## config.mk

```make
export PLATFORM = sky130hd
export DESIGN_NAME = sprite_frame_animator_core_flat
export DESIGN_NICKNAME = d
export VERILOG_FILES = /design/src/hw/rtl/sfa_pkg.sv /design/src/hw/rtl/sfa_if.sv /design/src/hw/rtl/sfa_divider.sv /design/src/hw/rtl/sprite_frame_animator_core.sv /design/src/flat_wrapper.sv
export SDC_FILE = /design/constraint.sdc
export NUM_CORES = 1
export LEC_CHECK = 0
export ABC_AREA = 1
export BUFFER_PORTS_ARGS = -buffer_cell sky130_fd_sc_hd__buf_2
export CORE_AREA = 2 2 217 219
export CTS_CLUSTER_SIZE = 14
export DETAILED_ROUTE_END_ITERATION = 10
export DIE_AREA = 0 0 219 221
export PLACE_DENSITY = 0.78
export SLEW_MARGIN = 10
export SYNTH_ARGS = -nofsm -noshare
export SYNTH_HDL_FRONTEND = slang
export SYNTH_HIERARCHICAL = 1
export SYNTH_SLANG_ARGS = --single-unit
```

## constraint.sdc

```tcl
create_clock -name clk -period 8.6 [get_ports clk]
set_clock_uncertainty 0.15 [all_clocks]
set_input_delay 0.43 -clock clk [delete_from_list [all_inputs] [get_ports clk]]
set_output_delay 0.43 -clock clk [all_outputs]
set_load 0.02 [all_outputs]
```

## src/hw/rtl/sfa_pkg.sv

```systemverilog
package sfa_pkg;

  // Field widths.
  localparam int FRAME_BITS    = 10;
  localparam int PIXEL_BITS    = 12;
  localparam int CELL_BITS     = PIXEL_BITS + 1;
  localparam int COL_BITS      = FRAME_BITS + 1;
  localparam int RECT_BITS     = FRAME_BITS + PIXEL_BITS + 1;
  localparam int TIME_BITS     = 32;
  localparam int PROD_BITS     = COL_BITS + CELL_BITS;
  localparam int DIV_CNT_BITS  = $clog2(FRAME_BITS + 1);

  // Configuration port.
  localparam int CFG_IDX_BITS  = 3;
  localparam int CFG_DATA_BITS = 32;

  // Reset values of the configuration registers.
  localparam logic [TIME_BITS-1:0] PERIOD_ONE    = TIME_BITS'(32'h0001_0000);
  localparam logic [COL_BITS-1:0]  COLS_DEFAULT  = COL_BITS'(1);
  localparam logic [CELL_BITS-1:0] CELL_DEFAULT  = CELL_BITS'(2);

  // Register indexes.
  typedef enum logic [CFG_IDX_BITS-1:0] {
    CFG_FIRST_FRAME   = 3'd0,
    CFG_LAST_FRAME    = 3'd1,
    CFG_FRAME_PERIOD  = 3'd2,
    CFG_LOOP_ENABLE   = 3'd3,
    CFG_SHEET_COLUMNS = 3'd4,
    CFG_CELL_WIDTH    = 3'd5,
    CFG_CELL_HEIGHT   = 3'd6
  } cfg_reg_t;

  // Request opcodes.
  typedef enum logic {
    OP_TICK = 1'b0,
    OP_SET  = 1'b1
  } opcode_t;

endpackage

```

## src/hw/rtl/sfa_if.sv

```systemverilog
// Request channel: one tick or set-frame request.
interface sfa_in_if;
  import sfa_pkg::*;

  logic                  valid;
  logic                  ready;
  logic                  opcode;
  logic [TIME_BITS-1:0]  elapsed_time;
  logic [FRAME_BITS-1:0] new_frame;

  modport source (output valid, output opcode, output elapsed_time, output new_frame,
                  input ready);
  modport sink   (input valid, input opcode, input elapsed_time, input new_frame,
                  output ready);
endinterface

// Result channel: current frame and its source rectangle.
interface sfa_out_if;
  import sfa_pkg::*;

  logic                  valid;
  logic                  ready;
  logic [FRAME_BITS-1:0] frame_index;
  logic [RECT_BITS-1:0]  rect_left;
  logic [RECT_BITS-1:0]  rect_top;
  logic [RECT_BITS-1:0]  rect_right;
  logic [RECT_BITS-1:0]  rect_bottom;
  logic                  anim_done;
  logic                  frame_changed;

  modport source (output valid, output frame_index, output rect_left, output rect_top,
                  output rect_right, output rect_bottom, output anim_done,
                  output frame_changed, input ready);
  modport sink   (input valid, input frame_index, input rect_left, input rect_top,
                  input rect_right, input rect_bottom, input anim_done,
                  input frame_changed, output ready);
endinterface

```

## src/hw/rtl/sfa_divider.sv

```systemverilog
module sfa_divider (
  input  logic                           clk,
  input  logic                           rst_n,
  input  logic                           start,
  input  logic [sfa_pkg::FRAME_BITS-1:0] dividend,
  input  logic [sfa_pkg::COL_BITS-1:0]   divisor,
  output logic                           done,
  output logic [sfa_pkg::FRAME_BITS-1:0] quotient,
  output logic [sfa_pkg::COL_BITS-1:0]   remainder
);
  import sfa_pkg::*;

  logic                    busy_r;
  logic                    done_r;
  logic [DIV_CNT_BITS-1:0] cnt_r;
  logic [FRAME_BITS-1:0]   quo_r;
  logic [COL_BITS-1:0]     rem_r;
  logic [COL_BITS-1:0]     div_r;

  logic [COL_BITS:0]       trial;
  logic [COL_BITS+1:0]     diff;

  // One restoring step: shift in the next dividend bit and try the subtract.
  assign trial = {rem_r, quo_r[FRAME_BITS-1]};
  assign diff  = {1'b0, trial} - {2'b00, div_r};

  // Step counter and completion pulse.
  always_ff @(posedge clk) begin
    if (!rst_n) begin
      busy_r <= 1'b0;
      done_r <= 1'b0;
      cnt_r  <= '0;
    end else begin
      done_r <= 1'b0;
      if (start) begin
        busy_r <= 1'b1;
        cnt_r  <= DIV_CNT_BITS'(FRAME_BITS);
      end else if (busy_r) begin
        cnt_r <= cnt_r - DIV_CNT_BITS'(1);
        if (cnt_r == DIV_CNT_BITS'(1)) begin
          busy_r <= 1'b0;
          done_r <= 1'b1;
        end
      end
    end
  end

  // Quotient and partial remainder, one bit a cycle.
  always_ff @(posedge clk) begin
    if (start) begin
      quo_r <= dividend;
      rem_r <= '0;
      div_r <= divisor;
    end else if (busy_r) begin
      if (!diff[COL_BITS+1]) begin
        rem_r <= diff[COL_BITS-1:0];
      end else begin
        rem_r <= trial[COL_BITS-1:0];
      end
      quo_r <= {quo_r[FRAME_BITS-2:0], ~diff[COL_BITS+1]};
    end
  end

  assign done      = done_r;
  assign quotient  = quo_r;
  assign remainder = rem_r;

endmodule

```

## src/hw/rtl/sprite_frame_animator_core.sv

```systemverilog
// A request passes through the states accumulate, advance, divider start, divider
// wait, left multiply, top multiply, finish and output; the wait on the
// bit-serial row/column divider is the longest of these steps.
// The block takes no new request until the pending result has been taken.
// Reset (synchronous, rst_n low) restores the register defaults and clears
// the frame, the time accumulator and the done flag.
module sprite_frame_animator_core (
  input  logic                              clk,
  input  logic                              rst_n,
  sfa_in_if.sink                            in_ch,
  sfa_out_if.source                         out_ch,
  input  logic                              cfg_we,
  input  logic [sfa_pkg::CFG_IDX_BITS-1:0]  cfg_index,
  input  logic [sfa_pkg::CFG_DATA_BITS-1:0] cfg_data
);
  import sfa_pkg::*;

  typedef enum logic [3:0] {
    ST_IDLE,
    ST_ACC,
    ST_ADV,
    ST_DIV_GO,
    ST_DIV_WAIT,
    ST_MUL_L,
    ST_MUL_T,
    ST_FIN,
    ST_OUT
  } state_t;

  state_t state_r;

  // Configuration registers.
  logic [FRAME_BITS-1:0] first_r;
  logic [FRAME_BITS-1:0] last_r;
  logic [TIME_BITS-1:0]  period_r;
  logic                  loop_r;
  logic [COL_BITS-1:0]   cols_r;
  logic [CELL_BITS-1:0]  cw_r;
  logic [CELL_BITS-1:0]  ch_r;

  // Animation state.
  logic [FRAME_BITS-1:0] frame_r, frame_nxt;
  logic [TIME_BITS-1:0]  acc_r, acc_nxt;
  logic                  done_flag_r, done_flag_nxt;
  logic                  changed_r, changed_nxt;
  logic                  out_valid_r;

  // Captured request.
  logic                  op_r;
  logic [TIME_BITS-1:0]  elapsed_r;
  logic [FRAME_BITS-1:0] new_frame_r;

  // Rectangle.
  logic [RECT_BITS-1:0]  left_r, top_r, right_r, bottom_r;

  logic                  in_fire;
  logic                  out_fire;
  logic                  range_ok;
  logic [TIME_BITS:0]    sum;
  logic [TIME_BITS:0]    diff;
  logic                  acc_gt;
  logic [FRAME_BITS:0]   step_frame;
  logic                  out_of_range;
  logic [COL_BITS-1:0]   cols_eff;

  logic                  div_done;
  logic [FRAME_BITS-1:0] div_quo;
  logic [COL_BITS-1:0]   div_rem;

  logic [COL_BITS-1:0]   mul_a;
  logic [CELL_BITS-1:0]  mul_b;
  logic [PROD_BITS-1:0]  mul_p;

  assign in_fire  = in_ch.valid && in_ch.ready;
  assign out_fire = out_ch.valid && out_ch.ready;
  assign in_ch.ready = (state_r == ST_IDLE);

  // Accumulator add with saturation, and the compare against the period.
  assign range_ok = (last_r > first_r);
  assign sum      = {1'b0, acc_r} + {1'b0, elapsed_r};
  assign diff     = {1'b0, acc_r} - {1'b0, period_r};
  assign acc_gt   = !diff[TIME_BITS] && (diff[TIME_BITS-1:0] != '0);

  // The advanced frame is one bit wider so that stepping past the top index counts as out of range.
  assign step_frame   = {1'b0, frame_r} + (FRAME_BITS+1)'(1);
  assign out_of_range = (step_frame < {1'b0, first_r}) || (step_frame > {1'b0, last_r});

  assign cols_eff = (cols_r == '0) ? COL_BITS'(1) : cols_r;

  // Next values of the animation state.
  always_comb begin
    frame_nxt     = frame_r;
    acc_nxt       = acc_r;
    done_flag_nxt = done_flag_r;
    changed_nxt   = changed_r;
    case (state_r)
      ST_ACC: begin
        changed_nxt = 1'b0;
        if (op_r == OP_SET) begin
          frame_nxt     = new_frame_r;
          done_flag_nxt = 1'b0;
          changed_nxt   = 1'b1;
        end else if (range_ok) begin
          acc_nxt = sum[TIME_BITS] ? '1 : sum[TIME_BITS-1:0];
        end
      end
      ST_ADV: begin
        if ((op_r == OP_TICK) && range_ok && acc_gt) begin
          acc_nxt     = diff[TIME_BITS-1:0];
          changed_nxt = 1'b1;
          if (!out_of_range) begin
            frame_nxt = step_frame[FRAME_BITS-1:0];
          end else if (loop_r) begin
            frame_nxt = first_r;
          end else begin
            frame_nxt     = last_r;
            done_flag_nxt = 1'b1;
          end
        end
      end
      default: begin
      end
    endcase
  end

  // Shared multiplier: column times width, then row times height.
  assign mul_a = (state_r == ST_MUL_T) ? {1'b0, div_quo} : div_rem;
  assign mul_b = (state_r == ST_MUL_T) ? ch_r : cw_r;
  assign mul_p = {{CELL_BITS{1'b0}}, mul_a} * {{COL_BITS{1'b0}}, mul_b};

  sfa_divider u_div (
    .clk       (clk),
    .rst_n     (rst_n),
    .start     (state_r == ST_DIV_GO),
    .dividend  (frame_r),
    .divisor   (cols_eff),
    .done      (div_done),
    .quotient  (div_quo),
    .remainder (div_rem)
  );

  // Sequencer, animation state, configuration and the result valid.
  always_ff @(posedge clk) begin
    if (!rst_n) begin
      state_r     <= ST_IDLE;
      out_valid_r <= 1'b0;
      frame_r     <= '0;
      acc_r       <= '0;
      done_flag_r <= 1'b0;
      changed_r   <= 1'b0;
      first_r     <= '0;
      last_r      <= '0;
      period_r    <= PERIOD_ONE;
      loop_r      <= 1'b1;
      cols_r      <= COLS_DEFAULT;
      cw_r        <= CELL_DEFAULT;
      ch_r        <= CELL_DEFAULT;
    end else begin
      frame_r     <= frame_nxt;
      acc_r       <= acc_nxt;
      done_flag_r <= done_flag_nxt;
      changed_r   <= changed_nxt;

      unique case (state_r)
        ST_IDLE:     if (in_fire) state_r <= ST_ACC;
        ST_ACC:      state_r <= ST_ADV;
        ST_ADV:      state_r <= ST_DIV_GO;
        ST_DIV_GO:   state_r <= ST_DIV_WAIT;
        ST_DIV_WAIT: if (div_done) state_r <= ST_MUL_L;
        ST_MUL_L:    state_r <= ST_MUL_T;
        ST_MUL_T:    state_r <= ST_FIN;
        ST_FIN: begin
          state_r     <= ST_OUT;
          out_valid_r <= 1'b1;
        end
        ST_OUT: begin
          if (out_fire) begin
            state_r     <= ST_IDLE;
            out_valid_r <= 1'b0;
          end
        end
        default:     state_r <= ST_IDLE;
      endcase

      if (cfg_we) begin
        unique case (cfg_reg_t'(cfg_index))
          CFG_FIRST_FRAME:   first_r  <= cfg_data[FRAME_BITS-1:0];
          CFG_LAST_FRAME:    last_r   <= cfg_data[FRAME_BITS-1:0];
          CFG_FRAME_PERIOD:  period_r <= cfg_data[TIME_BITS-1:0];
          CFG_LOOP_ENABLE:   loop_r   <= cfg_data[0];
          CFG_SHEET_COLUMNS: cols_r   <= cfg_data[COL_BITS-1:0];
          CFG_CELL_WIDTH:    cw_r     <= cfg_data[CELL_BITS-1:0];
          CFG_CELL_HEIGHT:   ch_r     <= cfg_data[CELL_BITS-1:0];
          default: begin
          end
        endcase
      end
    end
  end

  // Request capture and rectangle registers.
  always_ff @(posedge clk) begin
    if (in_fire) begin
      op_r        <= in_ch.opcode;
      elapsed_r   <= in_ch.elapsed_time;
      new_frame_r <= in_ch.new_frame;
    end
    if (state_r == ST_MUL_L) begin
      left_r <= mul_p[RECT_BITS-1:0];
    end
    if (state_r == ST_MUL_T) begin
      top_r   <= mul_p[RECT_BITS-1:0];
      right_r <= left_r + RECT_BITS'(cw_r);
    end
    if (state_r == ST_FIN) begin
      bottom_r <= top_r + RECT_BITS'(ch_r);
    end
  end

  assign out_ch.valid         = out_valid_r;
  assign out_ch.frame_index   = frame_r;
  assign out_ch.rect_left     = left_r;
  assign out_ch.rect_top      = top_r;
  assign out_ch.rect_right    = right_r;
  assign out_ch.rect_bottom   = bottom_r;
  assign out_ch.anim_done     = done_flag_r;
  assign out_ch.frame_changed = changed_r;

  // A new request is never taken while a result is pending.
  a_no_overlap: assert property (@(posedge clk) disable iff (!rst_n)
    !(in_ch.ready && out_ch.valid))
    else $error("request accepted while a result is pending");

  // After a request is taken the block is busy on the next cycle.
  a_busy_after_accept: assert property (@(posedge clk) disable iff (!rst_n)
    in_fire |=> !in_ch.ready)
    else $error("block ready right after accepting a request");

  // The divider only completes while the sequencer waits for it.
  a_div_done_in_wait: assert property (@(posedge clk) disable iff (!rst_n)
    div_done |-> (state_r == ST_DIV_WAIT))
    else $error("divider completion outside the wait state");

  // The last arithmetic step is followed by a valid result.
  a_fin_then_valid: assert property (@(posedge clk) disable iff (!rst_n)
    (state_r == ST_FIN) |=> out_ch.valid)
    else $error("result not presented after the final step");

endmodule

```

## src/flat_wrapper.sv

```systemverilog
// flat-port wrapper written by rule: the top's interface ports become plain ports
module sprite_frame_animator_core_flat import sfa_pkg::*;
  (clk, rst_n, cfg_we, cfg_index, cfg_data, in_ch_valid, in_ch_opcode, in_ch_elapsed_time, in_ch_new_frame, in_ch_ready, out_ch_valid, out_ch_frame_index, out_ch_rect_left, out_ch_rect_top, out_ch_rect_right, out_ch_rect_bottom, out_ch_anim_done, out_ch_frame_changed, out_ch_ready);
  sfa_in_if in_ch_i ();
  sfa_out_if out_ch_i ();
  input  logic clk;
  input  logic rst_n;
  input  logic cfg_we;
  input  logic [sfa_pkg::CFG_IDX_BITS-1:0] cfg_index;
  input  logic [sfa_pkg::CFG_DATA_BITS-1:0] cfg_data;
  input wire logic [$bits(in_ch_i.valid)-1:0] in_ch_valid;
  input wire logic [$bits(in_ch_i.opcode)-1:0] in_ch_opcode;
  input wire logic [$bits(in_ch_i.elapsed_time)-1:0] in_ch_elapsed_time;
  input wire logic [$bits(in_ch_i.new_frame)-1:0] in_ch_new_frame;
  output wire logic [$bits(in_ch_i.ready)-1:0] in_ch_ready;
  output wire logic [$bits(out_ch_i.valid)-1:0] out_ch_valid;
  output wire logic [$bits(out_ch_i.frame_index)-1:0] out_ch_frame_index;
  output wire logic [$bits(out_ch_i.rect_left)-1:0] out_ch_rect_left;
  output wire logic [$bits(out_ch_i.rect_top)-1:0] out_ch_rect_top;
  output wire logic [$bits(out_ch_i.rect_right)-1:0] out_ch_rect_right;
  output wire logic [$bits(out_ch_i.rect_bottom)-1:0] out_ch_rect_bottom;
  output wire logic [$bits(out_ch_i.anim_done)-1:0] out_ch_anim_done;
  output wire logic [$bits(out_ch_i.frame_changed)-1:0] out_ch_frame_changed;
  input wire logic [$bits(out_ch_i.ready)-1:0] out_ch_ready;
  assign in_ch_i.valid = in_ch_valid;
  assign in_ch_i.opcode = in_ch_opcode;
  assign in_ch_i.elapsed_time = in_ch_elapsed_time;
  assign in_ch_i.new_frame = in_ch_new_frame;
  assign in_ch_ready = in_ch_i.ready;
  assign out_ch_valid = out_ch_i.valid;
  assign out_ch_frame_index = out_ch_i.frame_index;
  assign out_ch_rect_left = out_ch_i.rect_left;
  assign out_ch_rect_top = out_ch_i.rect_top;
  assign out_ch_rect_right = out_ch_i.rect_right;
  assign out_ch_rect_bottom = out_ch_i.rect_bottom;
  assign out_ch_anim_done = out_ch_i.anim_done;
  assign out_ch_frame_changed = out_ch_i.frame_changed;
  assign out_ch_i.ready = out_ch_ready;
  sprite_frame_animator_core u_core (.clk(clk), .rst_n(rst_n), .in_ch(in_ch_i), .out_ch(out_ch_i), .cfg_we(cfg_we), .cfg_index(cfg_index), .cfg_data(cfg_data));
endmodule
```

**Word-level counts from Yosys, hierarchy flattened**

Cells that the tools add are included.

- Logic and storage cells: 130
- Register bits after elaboration: 312
- Bits of input ports: 83

- Equal/unequal tests: 24
- Multiply operators: 1
- Reduce and logical (&&, ||, !) cells: 29
- Multiplexer cells: 35
- Add/subtract/negate cells: 7
- $lt $le $gt $ge: 3
- Bitwise operators: 4

Operators by type and width:

| kind | count |
|---|---|
| 32-bit two-way mux | 4 |
| 32-bit one-hot mux with 2 select lines | 1 |
| 10-bit two-way mux | 6 |
| 23-bit by 13-bit adder with 23-bit output | 2 |
| 4-bit one-hot mux with 9 select lines | 1 |
| 32-bit by 32-bit adder with 33-bit output | 1 |
| 32-bit by 32-bit subtractor with 33-bit output | 1 |
| 32-bit nonzero test | 1 |
| 11-bit by 13-bit multiplier with 23-bit output | 1 |
| 11-bit two-way mux | 2 |
| 4-bit two-way mux | 5 |
| 10-bit one-hot mux with 2 select lines | 1 |
| 2-bit AND reduction | 9 |
| 4-bit by 3-bit equality test with 1-bit output (second input constant) | 4 |
| 13-bit two-way mux | 1 |
| 12-bit by 11-bit subtractor with 13-bit output | 1 |
| 10-bit by 1-bit adder with 11-bit output (second input constant) | 1 |
| 11-bit by 10-bit > comparator with 1-bit output | 1 |
| 11-bit zero test | 1 |
| 11-bit by 10-bit less-than comparator with 1-bit output | 1 |
| 1-bit two-way mux | 11 |
| 10-bit > comparator | 1 |
| 2-bit by 1-bit != test with 1-bit output (second input constant) | 5 |
| 3-bit equality test (second input constant) | 3 |
| 20 further kinds | 38 |

**Logic depth before layout (Yosys ltp)**

Gate-level depths: netlist of run 1.

- Depth after elaboration: 6
- Depth in mapped cells: 30
- Mapped depth without buffers: 30

**Cells and area by module**

Netlist of run 1, hierarchy kept.

By module, submodules not included:

| module | seq. area each (µm²) | area each (µm²) | cells each | times used |
|---|---|---|---|---|
| sprite_frame_animator_core | 6836.6 | 21141.5 | 2792 | 1 |
| sfa_divider | 970.9 | 2188.3 | 301 | 1 |

**Worst setup path after synthesis of run 1**

OpenSTA, ideal clock, no wires.

- Kind: reg-to-reg
- Start point: reg u_core.state_r[1]
- End point: reg u_core.left_r[19], in the netlist u_core/out_ch.rect_left[19], data pin
- Setup time: 264 ps
- Path buffers: 1
- Stages on the path, launching flop included: 28
- Setup slack: 1469 ps
- Data arrival time: 6718 ps
- Clock period less this slack: 7131 ps
- Required time: 8186 ps
- Cells stage by stage: dfxtp_1 inv_1 nor2_1 nand2_1 inv_1 buf_1 nand2_1 nand2_1 nand2_1 fa_1 fa_1 fa_1 inv_1 fa_1 fa_1 ha_1 nand2_1 inv_1 a21oi_1 o21bai_1 a21oi_1 o21ai_0 nand2_1 o21ai_0 nand2_1 nand2_1 a21oi_1 xnor2_1

- Longest elaborated chain between the ends: 3
- Elaborated cells between the ends (all ways): 4
- Classes of those cells: mul (1); eq/ne (1); mux (2)

RTL lines:

| element | line | RTL |
|---|---|---|
| start: declaration | sprite_frame_animator_core.sv:30 | `state_t state_r;` |
| start signal: assignment | sprite_frame_animator_core.sv:145 | `state_r <= ST_IDLE;` |
| start signal: assignment | sprite_frame_animator_core.sv:165 | `ST_IDLE: if (in_fire) state_r <= ST_ACC;` |
| start signal: assignment | sprite_frame_animator_core.sv:166 | `ST_ACC: state_r <= ST_ADV;` |
| 4-bit by 3-bit equality test with 1-bit output * | sprite_frame_animator_core.sv:127, sprite_frame_animator_core.sv:128 |  |
| 11-bit two-way mux / 13-bit two-way mux (equally long branches) | sprite_frame_animator_core.sv:127, sprite_frame_animator_core.sv:128 |  |
| 11-bit by 13-bit multiplier with 23-bit output * | sprite_frame_animator_core.sv:129 | `assign mul_p = {{CELL_BITS{1'b0}}, mul_a} * {{COL_BITS{1'b0}}, mul_b};` |
| net u_core.mul_p[19] | sprite_frame_animator_core.sv:72 | `logic [PROD_BITS-1:0] mul_p;` |
| end signal: assignment | sprite_frame_animator_core.sv:209 | `left_r <= mul_p[RECT_BITS-1:0];` |
| end: declaration | sprite_frame_animator_core.sv:54 | `logic [RECT_BITS-1:0] left_r, top_r, right_r, bottom_r;` |

Mark *: on every way through the listed nets, which the timed path passes. The rest lies on a longest branch.
A chain may end at the register's enable or synchronous reset.

**Worst setup path after layout of run 1**

Same ends and word-level chain as after synthesis.

==> key figures, run 1 <==
Logic synthesis
  – Mapped Nets: between 3,000 and 4,000
  – Async S/R FF share, synth: 0%
  – Synth Area per Inst: 7.54 sq um
  – Yosys cell types: 52
  – Syn Inst Count: 3,093
  – Number of synthesized register bits: 312
  – Main synth FF type: edfxtp_1
  – Sequential cell area fraction in the yosys report: between 30% and 40%
  – Yosys Warn Count: 6
  – Post-synth EDFFs: 156
  – Post-Syn Area: ~23,000 sq um

Setup path
  – Setup CP Type: reg2reg
  – Most used cell, CP: nand2_1
  – R2R depth: 29
  – Required time of the critical path: 8.73 ns
  – Crit path max fanout: 25
  – Worst reg2reg endpoint: u_core/out_ch.rect_left[19]
  – WP data arrival: roughly 7.4 ns
  – FF-to-FF Start: u_core/state_r[1]
  – Setup slack, reg-to-reg: 1.32 ns
  – Slowest stage cell, crit path: inv_2
  – Critical Path Sink Type: flop
  – Top delay family on crit path: adder cells
  – Bufs and invs on worst path: 6
  – Slowest stage delay, CP: ~0.63 ns
  – Startpoint type of the worst setup path: flop

Die
  – Area of the die: 48,400 sq um
  – Die width: 219 um
  – Rows: 79
  – Core area: around 46,000 sq um
  – Ports: roughly 190
  – Overall die height: around 220 um
  – Initial core utilization: 50.6%

STA
  – Setup TNS: 0 ns
  – FMAX: 0.137 GHz
  – Worst slew pin tran: 1.04 ns
  – Final setup fails: 0
  – Relative slew margins: roughly 30%
  – Final period util: 84.7%
  – Final Hold Vio Count: 0
  – Max-slew violations: 0
  – Unrepaired setup endpoints after global routing: no
  – Tmin final: 7.28 ns

Cells and area
  – Layout area overhead: 14.3%
  – Footprint of the multi-input gates: 13,300 sq um
  – Nets: 3,687
  – Final core utilization: 57.9%
  – Diodes inserted: 0
  – Number of fill cells: approximately 4,200
  – Layout cells sized above 1: under 10%
  – Register area: a little under 8000 sq um

Global route
  – GR Overflow Total: 0
  – First-pass GRT wire length: 103,000 um
  – GRT Total Usage: a little over a quarter
  – Largest net degree at the start of global routing: 76
  – Initial antenna violation count: 0
  – Vias in the first global route: 19,800

Outcome
  – Status: finished clean

Route
  – Router iterations before antenna repair: 6
  – Drt total wl: 65,700 um
  – DR WL/cell: 16.7 um
  – Initial DRC count: 2,149
  – Post-route ant nets: 0
  – Routed via count: 21,000
  – Via density per instance: 5.31
  – Post-route DRC violation count: 0

CTS
  – Clk Latency, worst-skew pair: roughly 0.58 ns
  – Reg clk slew, reported paths: 0.06 ns
  – Htree depth: 2
  – CTS root buf: clkbuf_16
  – CTS Sinks: 312
  – TritonCTS clock tree: built
  – Num CTS Buffers: 37
  – CTS max path bufs: 3

Run
  – Max-cap violations: 0

Power and ir drop
  – Peak supply drop: 0.000173 V
  – P per Cell Area: 224 nW/um^2
  – Leakage: 13.0 nW

Place
  – DP HPWL: 51,700 um
  – Placer Congestion: 0.982
  – IO buf count: 188

Min path
  – Hold Path End: u_core/period_r[23]
  – Hold Path Origin: cfg_data[23]
  – Worst Hold Class: in2reg
  – WHS Path Cells: 3
## cell usage after synthesis (all sizes together) (3+ instances only)
master	instances	area [sq um]
clkbuf	55	206
xor2	54	473
o21bai	7	52.6
a31oi	11	68.8
buf	23	156
dfxtp	156	3120
xnor2	46	403
o31ai	5	37.5
a22oi	6	45.0
a21o	9	67.6
fa	102	2040
nor4	9	62.6
nand3b	10	75.1
nand3	142	721
o21ai	171	856
a21oi	202	1020
edfxtp	156	4680
a21boi	8	60.1
o2111ai	3	26.3
clkinv	4	15.0
nand2	740	2800
ha	192	2400
nor2	413	1570
nor3	16	85.1
o211ai	8	60.1
a211oi	7	52.6
inv	488	1830
nand4	34	213
## layer usage
layer	vias to the layer above	track usage, %	routed length, um
li1	10400	-	-
met1	9732	35.6	28100
met2	726	44.9	31100
met3	140	3.24	3940
met4	0	10.6	2570
met5	-	0	0
## power breakdown
group	internal, mW	total [mW]	leakage, nW	switching (mW)
registers	1.71	1.84	2.73	0.129
logic	0.828	2.47	9.64	1.64
clock network	1.00	1.67	0.649	0.671
total	3.54	5.98	13.0	2.44
## worst min-delay path: stages
cell     delay (ns)
buf_2          0.07
o21ai_0        0.08
a21oi_1        0.11
## cell type report
class	count	share of cell area [%]
multi-input cells	2211	50.0
flip-flops and latches	312	29.3
inverters	492	6.93
repair buffers	256	5.92
clock buffers	51	4.26
well taps	607	2.85
clock inverters	16	0.751
## registers in the layout, summed over array words and instances, names as in the netlist, 10 cells and up
signal                     count
u_core/out_ch.frame_index     10
u_core/out_ch.rect_top        23
u_core/out_ch.rect_bottom     23
u_core/first_r                10
u_core/elapsed_r              32
u_core/acc_r                  32
u_core/u_div/remainder        11
u_core/u_div/div_r            11
u_core/out_ch.rect_left       23
u_core/period_r               32
u_core/new_frame_r            10
u_core/cols_r                 11
u_core/ch_r                   13
u_core/out_ch.rect_right      23
u_core/u_div/quotient         10
u_core/cw_r                   13
u_core/last_r                 10
## logic make-up after synthesis
logic type | Yosys count | synth area share [%]
buffers and inverters | 570 | 9.47
adder cells (fa/ha/maj) | 294 | 19.0
flip-flops | 312 | 33.5
AO/OA/AOI/OAI | 446 | 10.4
XOR/XNOR | 100 | 3.75
AND/OR/NAND/NOR | 1371 | 23.9
## what timing repair did
action	CTS	global route
hold endpoints to repair	49	0
setup endpoints to repair	0	0
hold buffers	50	0
resized for setup	0	0
buffers inserted	0	0
## cell usage in the layout (no fill, tap or decap), drive strengths merged, types with 3 or more instances in the layout
master,synthesis,final
nand2,740,740
inv,488,491
nor2,413,413
buf,23,206
a21oi,202,202
ha,192,192
o21ai,171,171
dfxtp,156,156
edfxtp,156,156
nand3,142,142
fa,102,102
xor2,54,54
clkbuf,55,51
dlygate4sd3,0,50
xnor2,46,46
nand4,34,34
nor3,16,16
clkinv,4,13
a31oi,11,11
nand3b,10,10
a21o,9,9
nor4,9,9
o211ai,8,8
a21boi,8,8
o21bai,7,7
a211oi,7,7
a22oi,6,6
o31ai,5,5
o2111ai,3,3
## how the worst max path moves through the flow
stage,startpoint,end,slack (ns),cells after the start
after floorplan,u_core/state_r[1],u_core/out_ch.rect_left[19],1.47,27
after global routing,u_core/state_r[1],u_core/out_ch.rect_left[19],0.79,29
after detailed placement,u_core/state_r[1],u_core/out_ch.rect_left[19],1.50,29
after global placement,u_core/state_r[1],u_core/out_ch.rect_left[19],1.76,29
after CTS,u_core/state_r[1],u_core/out_ch.rect_left[19],1.43,29
final,u_core/state_r[1],u_core/out_ch.rect_left[19],1.32,29
## per-stage QoR
step	cell area [sq um]	total power [mW]	setup WS, ns	hold slack (ns)	std cells
floorplan	23300	3.64	1.47	0.285	3093
global placement	24800	4.22	1.76	0.291	3828
detailed placement	24800	4.25	1.50	0.290	3828
CTS	26700	5.96	1.43	0.00160	3945
global route	26700	6.39	0.791	0.0200	3945
finish	26700	5.98	1.32	0.0210	3945
Power figures use the tool's default switching activity.
==> inputs of run 2 (changes only) <==
clock period = 6.76 ns   (was 8.6 ns; I/O delays follow)
==> run 2 against run 1 <==
  * Setup slack got worse by 0.86 ns
  * Fmax rose by 16%
  * Sequential power up 27%
  * Flip-flop and latch count stayed put
  * Design area increased by 1.5%
  * Global-route usage increased by 0.56 points
  * Die area did not move
  * Largest power group unchanged
==> key figures, run 2 (synthesis results as in run 1) <==
STA
  – Unrepaired setup endpoints after global routing: no
  – Worst slew pin tran: 1.01 ns (-0.0267 ns)
  – Final setup fails: 0 (unchanged)
  – Max-slew violations: 0 (unchanged)
  – Setup TNS: 0 ns (unchanged)
  – Setup ws final: 0.462 ns (-0.857 ns)
  – Final Hold Vio Count: 0 (unchanged)
  – FMAX: 0.159 GHz (+16%)
  – Final period util: 93.2% (+8.5 points)
  – Relative slew margins: 32.6% (+1.8 points)
  – Tmin final: 6.30 ns (-0.983 ns)

CTS
  – Reg clk slew, reported paths: 0.06 ns (about the same)
  – Post-CTS setup buffer count: 0 (unchanged)
  – TritonCTS clock tree: built
  – Clk Latency, worst-skew pair: 0.59 ns (about the same)
  – Num CTS Buffers: 37 (unchanged)
  – CTS Sinks: 312 (unchanged)
  – Htree depth: 2 (unchanged)
  – CTS max path bufs: 3 (unchanged)
  – CTS root buf: clkbuf_16

Setup path
  – Bufs and invs on worst path: 4 (-2)
  – Crit path max fanout: 15 (-40%)
  – Top delay family on crit path: adder cells
  – Slowest stage cell, crit path: fa_1
  – CP cell instances: inv_1, nor2_1, nand2_1, inv_2, nand2_1, nand2_1, nand2_1, fa_1, fa_1, fa_1, inv_1, fa_1, fa_1, ha_1, inv_1, o21bai_1, a21oi_1, o21ai_1, nand2_1, o21ai_0, nand2_1, nand2_1, a21oi_1, xnor2_1
  – Slowest stage delay, CP: 0.59 ns (-0.04 ns)
  – Critical Path Sink Type: flop
  – Most used cell, CP: nand2_1
  – Required time of the critical path: 6.91 ns (-1.82 ns)
  – WP data arrival: 6.45 ns (-0.96 ns)
  – Startpoint type of the worst setup path: flop
  – Setup CP Type: reg2reg

Route
  – Via density per instance: 5.33 (+0.41%)
  – DR WL/cell: 16.9 um (+1.2%)
  – Initial DRC count: 1,922 (-11%)
  – Post-route ant nets: 0 (unchanged)
  – Post-route DRC violation count: 0 (unchanged)
  – Drt total wl: 67,300 um (+2.3%)
  – Router iterations before antenna repair: 7 (+1)
  – Routed via count: 21,300 (+1.5%)

Cells and area
  – Nets: 3,729 (+1.1%)
  – Commonest non-fill, non-tap cell in the layout: nand2_1
  – Final Non-Filler Cells: 3,988 (+1.1%)
  – Layout area overhead: 15.9%
  – Biggest regs: u_core/acc_r: 32 flops, u_core/elapsed_r: 32 flops, u_core/period_r: 32 flops
  – Commonest non-fill, non-tap cells in the layout: nand2_1, inv_1, nor2_1
  – Layout cells sized above 1: 9.14% (+0.12 points)

Power and ir drop
  – Peak supply drop: 0.000223 V (+29%)
  – Sw frac: 40.7% (-0.17 points)
  – Switch Pwr: 3.12 mW (+28%)
  – Comb power frac: 41.5% (+0.2 points)
  – Tot Pwr: 7.68 mW (+28%)
  – Clock network fraction of design power: 28.0% (about the same)
  – Internal Power: 4.56 mW (+29%)
  – Seq pwr share: 30.4% (-0.3 points)
  – Leakage: 13.2 nW (+1.4%)
  – P per Cell Area: 284 nW/um^2 (+27%)

Die
  – Die width: 219 um (unchanged)
  – Core area: 46,100 sq um (unchanged)
  – Rows: 79 (unchanged)
  – Overall die height: 221 um (unchanged)
  – Area of the die: 48,400 sq um (unchanged)
  – Initial core utilization: 50.6% (unchanged)
  – Ports: 189 (unchanged)

Place
  – DP HPWL: 52,300 um (+1.1%)
  – Placer Congestion: 1.00 (+2.0%)
  – IO buf count: 188 (unchanged)
  – DP Worst Slack: 0.427 ns (-1.07 ns)
  – Placed insts: 3,840 (+0.31%)

Global route
  – GR Overflow Total: 0 (unchanged)
  – Initial antenna violation count: 2 (+2)
  – Largest net degree at the start of global routing: 99 (+30%)
  – GRT Total Usage: 27.5% (+0.56 points)
  – Vias in the first global route: 20,300 (+2.4%)
  – First-pass GRT wire length: 105,000 um (+1.9%)

Outcome
  – Status: finished clean

Min path
  – Worst Hold Class: in2reg

Run
  – Max-cap violations: 0 (unchanged)
## run 2: what timing repair did
item                                    4_1_cts  5_1_grt
resized for setup                             0        2
endpoints found under the hold margin        89        0
hold buffers                                 80        0
endpoints found under the setup margin        0        2
## run 2: worst min-delay path: stages
cell and delay, ns:
buf_2 0.11, inv_1 0.08, nand2_1 0.05, o311ai_0 0.09, nor4_1 0.06
## run 2: metal layers
metal | wire length [um] | up-vias | share of wire, % | global-route usage (%)
met5 | 0 | - | 0 | 0
met4 | 2770 | 0 | 4.1 | 11.3
li1 | - | 10500 | - | -
met1 | 27900 | 9868 | 41 | 35.1
met2 | 31600 | 801 | 47 | 45.6
met3 | 4980 | 146 | 7.4 | 5.17
## run 2: layout make-up
cell class	count	area (sq um)
flip-flops and latches	312	7810
inverters	492	1850
clock inverters	21	338
clock buffers	46	991
multi-input cells	2211	13300
well taps	607	759
diodes	1	2.50
repair buffers	298	1970
fillers	4196	19000
## run 2: metrics by stage
stage | cell area, sq um | utilization, % | hold WS, ns
floorplan | 23300 | - | 0.285
global placement | 24900 | 54.1 | 0.288
detailed placement | 24900 | 54.1 | 0.283
CTS | 27000 | 58.7 | 0.00681
global route | 27000 | 58.7 | 0.0534
finish | 27000 | 58.7 | 0.0345
## run 2: final timing paths
kind | start | end | slack, ns | cells past startpoint
worst max-delay path | u_core/state_r[1] | u_core/out_ch.rect_top[19] | 0.46 | 24
worst min-delay path | in_ch_valid | u_core/state_r[0] | 0.03 | 5
worst max register to register | u_core/state_r[1] | u_core/out_ch.rect_top[19] | 0.46 | 24
worst min register to register | u_core/cols_r[4] | u_core/u_div/div_r[4] | 0.30 | 0
## run 2: power by group through the flow
stage	clock, mW	combinational [mW]	sequential (mW)
floorplan	0	2.31	2.32
global placement	0	3.03	2.37
detailed placement	0	3.06	2.37
CTS	2.18	3.13	2.33
global route	2.26	3.59	2.35
finish	2.15	3.19	2.34
==> inputs of run 3 (changes only) <==
clock period = 7.38 ns   (was 6.76 ns; I/O delays follow)
==> run 3 against run 2 <==
  * Setup slack gained 0.30 ns
  * Critical path depth shrank 1
  * Wire length shrank 1.4%
  * Combinational power shrank 9.4%
  * Non-clock buffer count shrank 19
  * Flip-flop and latch count is the same
  * Worst hold slack is essentially flat
  * Fmax shrank 4.8%
  * Sequential power shrank 8.5%
  * Sequential share of layout area grew 0.28 points
  * Largest cell class unchanged
==> key figures, run 3 (synthesis results as in run 1) <==
CTS
  – # resized after CTS: 0 (unchanged)
  – CTS Sinks: 312 (unchanged)
  – CTS root buf: clkbuf_16
  – Htree depth: 2 (unchanged)
  – TritonCTS clock tree: built
  – Clk Latency, worst-skew pair: 0.56 ns (-0.03 ns)
  – Reg clk slew, reported paths: 0.06 ns (about the same)
  – Num CTS Buffers: 36 (-2.7%)
  – CTS max path bufs: 3 (unchanged)

Cells and area
  – Biggest regs: u_core/acc_r: 32 flops, u_core/elapsed_r: 32 flops, u_core/period_r: 32 flops
  – Layout area overhead: 14.8%
  – Nets: 3,709 (-0.54%)
  – Final Non-Filler Cells: 3,966 (-0.55%)
  – Layout cells sized above 1: 8.96% (-0.18 points)
  – Diodes inserted: 0 (-1)
  – Commonest non-fill, non-tap cells in the layout: nand2_1, inv_1, nor2_1
  – Commonest non-fill, non-tap cell in the layout: nand2_1

Die
  – Rows: 79 (unchanged)
  – Ports: 189 (unchanged)
  – Overall die height: 221 um (unchanged)
  – Initial core utilization: 50.6% (unchanged)
  – Area of the die: 48,400 sq um (unchanged)
  – Core area: 46,100 sq um (unchanged)
  – Die width: 219 um (unchanged)

Setup path
  – Critical Path Sink Type: flop
  – Required time of the critical path: 7.52 ns (+0.61 ns)
  – WP data arrival: 6.76 ns (+0.31 ns)
  – Most used cell, CP: nand2_1
  – Setup slack, reg-to-reg: 0.76 ns (+0.30 ns)
  – R2R depth: 23 (-4.2%)
  – Setup CP Type: reg2reg
  – Slowest stage cell, crit path: fa_1
  – CP cell instances: nor2_1, nand2_1, buf_4, nand2_1, o21ai_1, inv_1, nor2_1, fa_1, fa_1, fa_1, fa_1, inv_1, fa_1, inv_1, ha_1, nand2_1, o21ai_0, nand2_1, o21ai_0, nand2_1, nand2_1, a21oi_1, xnor2_1
  – Worst reg2reg endpoint: u_core/out_ch.rect_left[19]
  – FF-to-FF Start: u_core/state_r[3]
  – Crit path max fanout: 16 (+1)
  – Slowest stage delay, CP: 0.51 ns (-0.08 ns)
  – Startpoint type of the worst setup path: flop

STA
  – Final Hold Vio Count: 0 (unchanged)
  – Setup TNS: 0 ns (unchanged)
  – Max-slew violations: 0 (unchanged)
  – Tmin final: 6.62 ns (+0.318 ns)
  – FMAX: 0.151 GHz (-4.8%)
  – Worst slew pin tran: 1.05 ns (+0.0426 ns)
  – Unrepaired setup endpoints after global routing: no
  – Final period util: 89.7% (-3.5 points)
  – Relative slew margins: 29.7% (-2.8 points)
  – Final setup fails: 0 (unchanged)

Power and ir drop
  – Leakage: 13.1 nW (-0.94%)
  – P per Cell Area: 257 nW/um^2 (-9.4%)
  – Peak supply drop: 0.000225 V (+1.2%)

Run
  – Max-cap violations: 0 (unchanged)

Route
  – Routed via count: 21,100 (-0.76%)
  – Post-route ant nets: 0 (unchanged)
  – DR WL/cell: 16.7 um (-0.83%)
  – Drt total wl: 66,300 um (-1.4%)
  – Post-route DRC violation count: 0 (unchanged)
  – Via density per instance: 5.32 (-0.21%)
  – Router iterations before antenna repair: 5 (-2)
  – Initial DRC count: 1,993 (+3.7%)

Place
  – DP HPWL: 52,100 um (-0.24%)
  – Placed insts: 3,832 (-0.21%)
  – IO buf count: 188 (unchanged)
  – Placer Congestion: 0.968 (-3.3%)

Min path
  – Hold Path Origin: cfg_data[3]
  – Worst Hold Class: in2reg
  – WHS Path Cells: 3 (-2)
  – Hold Path End: u_core/cols_r[3]

Global route
  – M3 GR Usage: 3.53% (-1.6 points)
  – GRT Total Usage: 27.0% (-0.53 points)
  – GR Overflow Total: 0 (unchanged)
  – M2 GR Usage: 44.1% (-1.4 points)
  – Busiest grt layer: met2
  – Largest net degree at the start of global routing: 81 (-18%)
  – First-pass GRT wire length: 103,000 um (-1.7%)
  – Vias in the first global route: 19,900 (-1.7%)
  – GRT met1 Usage: 36.2% (+1.0 points)
  – Initial antenna violation count: 0 (-2)

Outcome
  – Status: finished clean
==> run 3: changes by cell type in the layout (fill, tap and decap cells not counted), sizes merged <==
cell	change
buf	-8
bufinv	-4
clkinvlp	+2
diode	-1
dlygate4sd3	-11
==> run 3: worst max-delay path: cells and delay by family, from the launching register on <==
kind                       cells  cell delay, ns
DFF                            1            0.42
adders and majority gates      6            2.71
xor gates and xnor gates       1            0.14
AOI/OAI and AO/OA              4            1.06
buffers and inverters          4            0.69
and+or+nand+nor                8            1.14
==> run 3: worst max-delay path by stage <==
stage                     slack [ns]         startpoint                          end
final                           0.76  u_core/state_r[3]  u_core/out_ch.rect_left[19]
after global routing            0.23  u_core/state_r[1]  u_core/out_ch.rect_left[19]
after CTS                       0.79  u_core/state_r[3]   u_core/out_ch.rect_top[19]
after detailed placement        0.83  u_core/state_r[3]   u_core/out_ch.rect_top[19]
after global placement          1.01  u_core/state_r[1]  u_core/out_ch.rect_left[19]
after floorplan                 0.25  u_core/state_r[1]  u_core/out_ch.rect_left[19]
==> run 3: timing repair <==
action	in CTS	in global routing
hold buffers	69	0
buffers inserted	0	0
hold endpoints to repair	68	0
==> run 3: routing by layer <==
metal	vias to the layer above	share of wire, %
li1	10400	-
met1	9758	43
met2	798	46
met3	133	6.7
met4	0	3.9
met5	-	0
==> run 3: power by group <==
part	switching (mW)	internal (mW)
sequential	0.147	1.99
combinational	1.91	0.977
clock	0.767	1.10
total	2.83	4.06
==> run 3: final cells by class <==
class	instances	area [sq um]
clock buffers	46	1050
clock inverters	19	188
fillers	4244	19300
inverters	492	1850
multi-input cells	2211	13300
flip-flops and latches	312	7810
well taps	607	759
repair buffers	279	1800
==> run 3: per-stage QoR <==
stage | hold WS (ns) | power (mW) | utilization, % | setup slack (ns) | cell area [sq um]
2_1_floorplan | 0.285 | 4.24 | - | 0.249 | 23300
3_3_place_gp | 0.289 | 4.93 | 54.0 | 1.01 | 24900
3_5_place_dp | 0.293 | 4.96 | 54.0 | 0.828 | 24900
4_1_cts | 0.00453 | 6.86 | 58.2 | 0.792 | 26800
5_1_grt | 0.0330 | 7.37 | 58.2 | 0.234 | 26800
6_report | 0.0344 | 6.89 | 58.2 | 0.763 | 26800
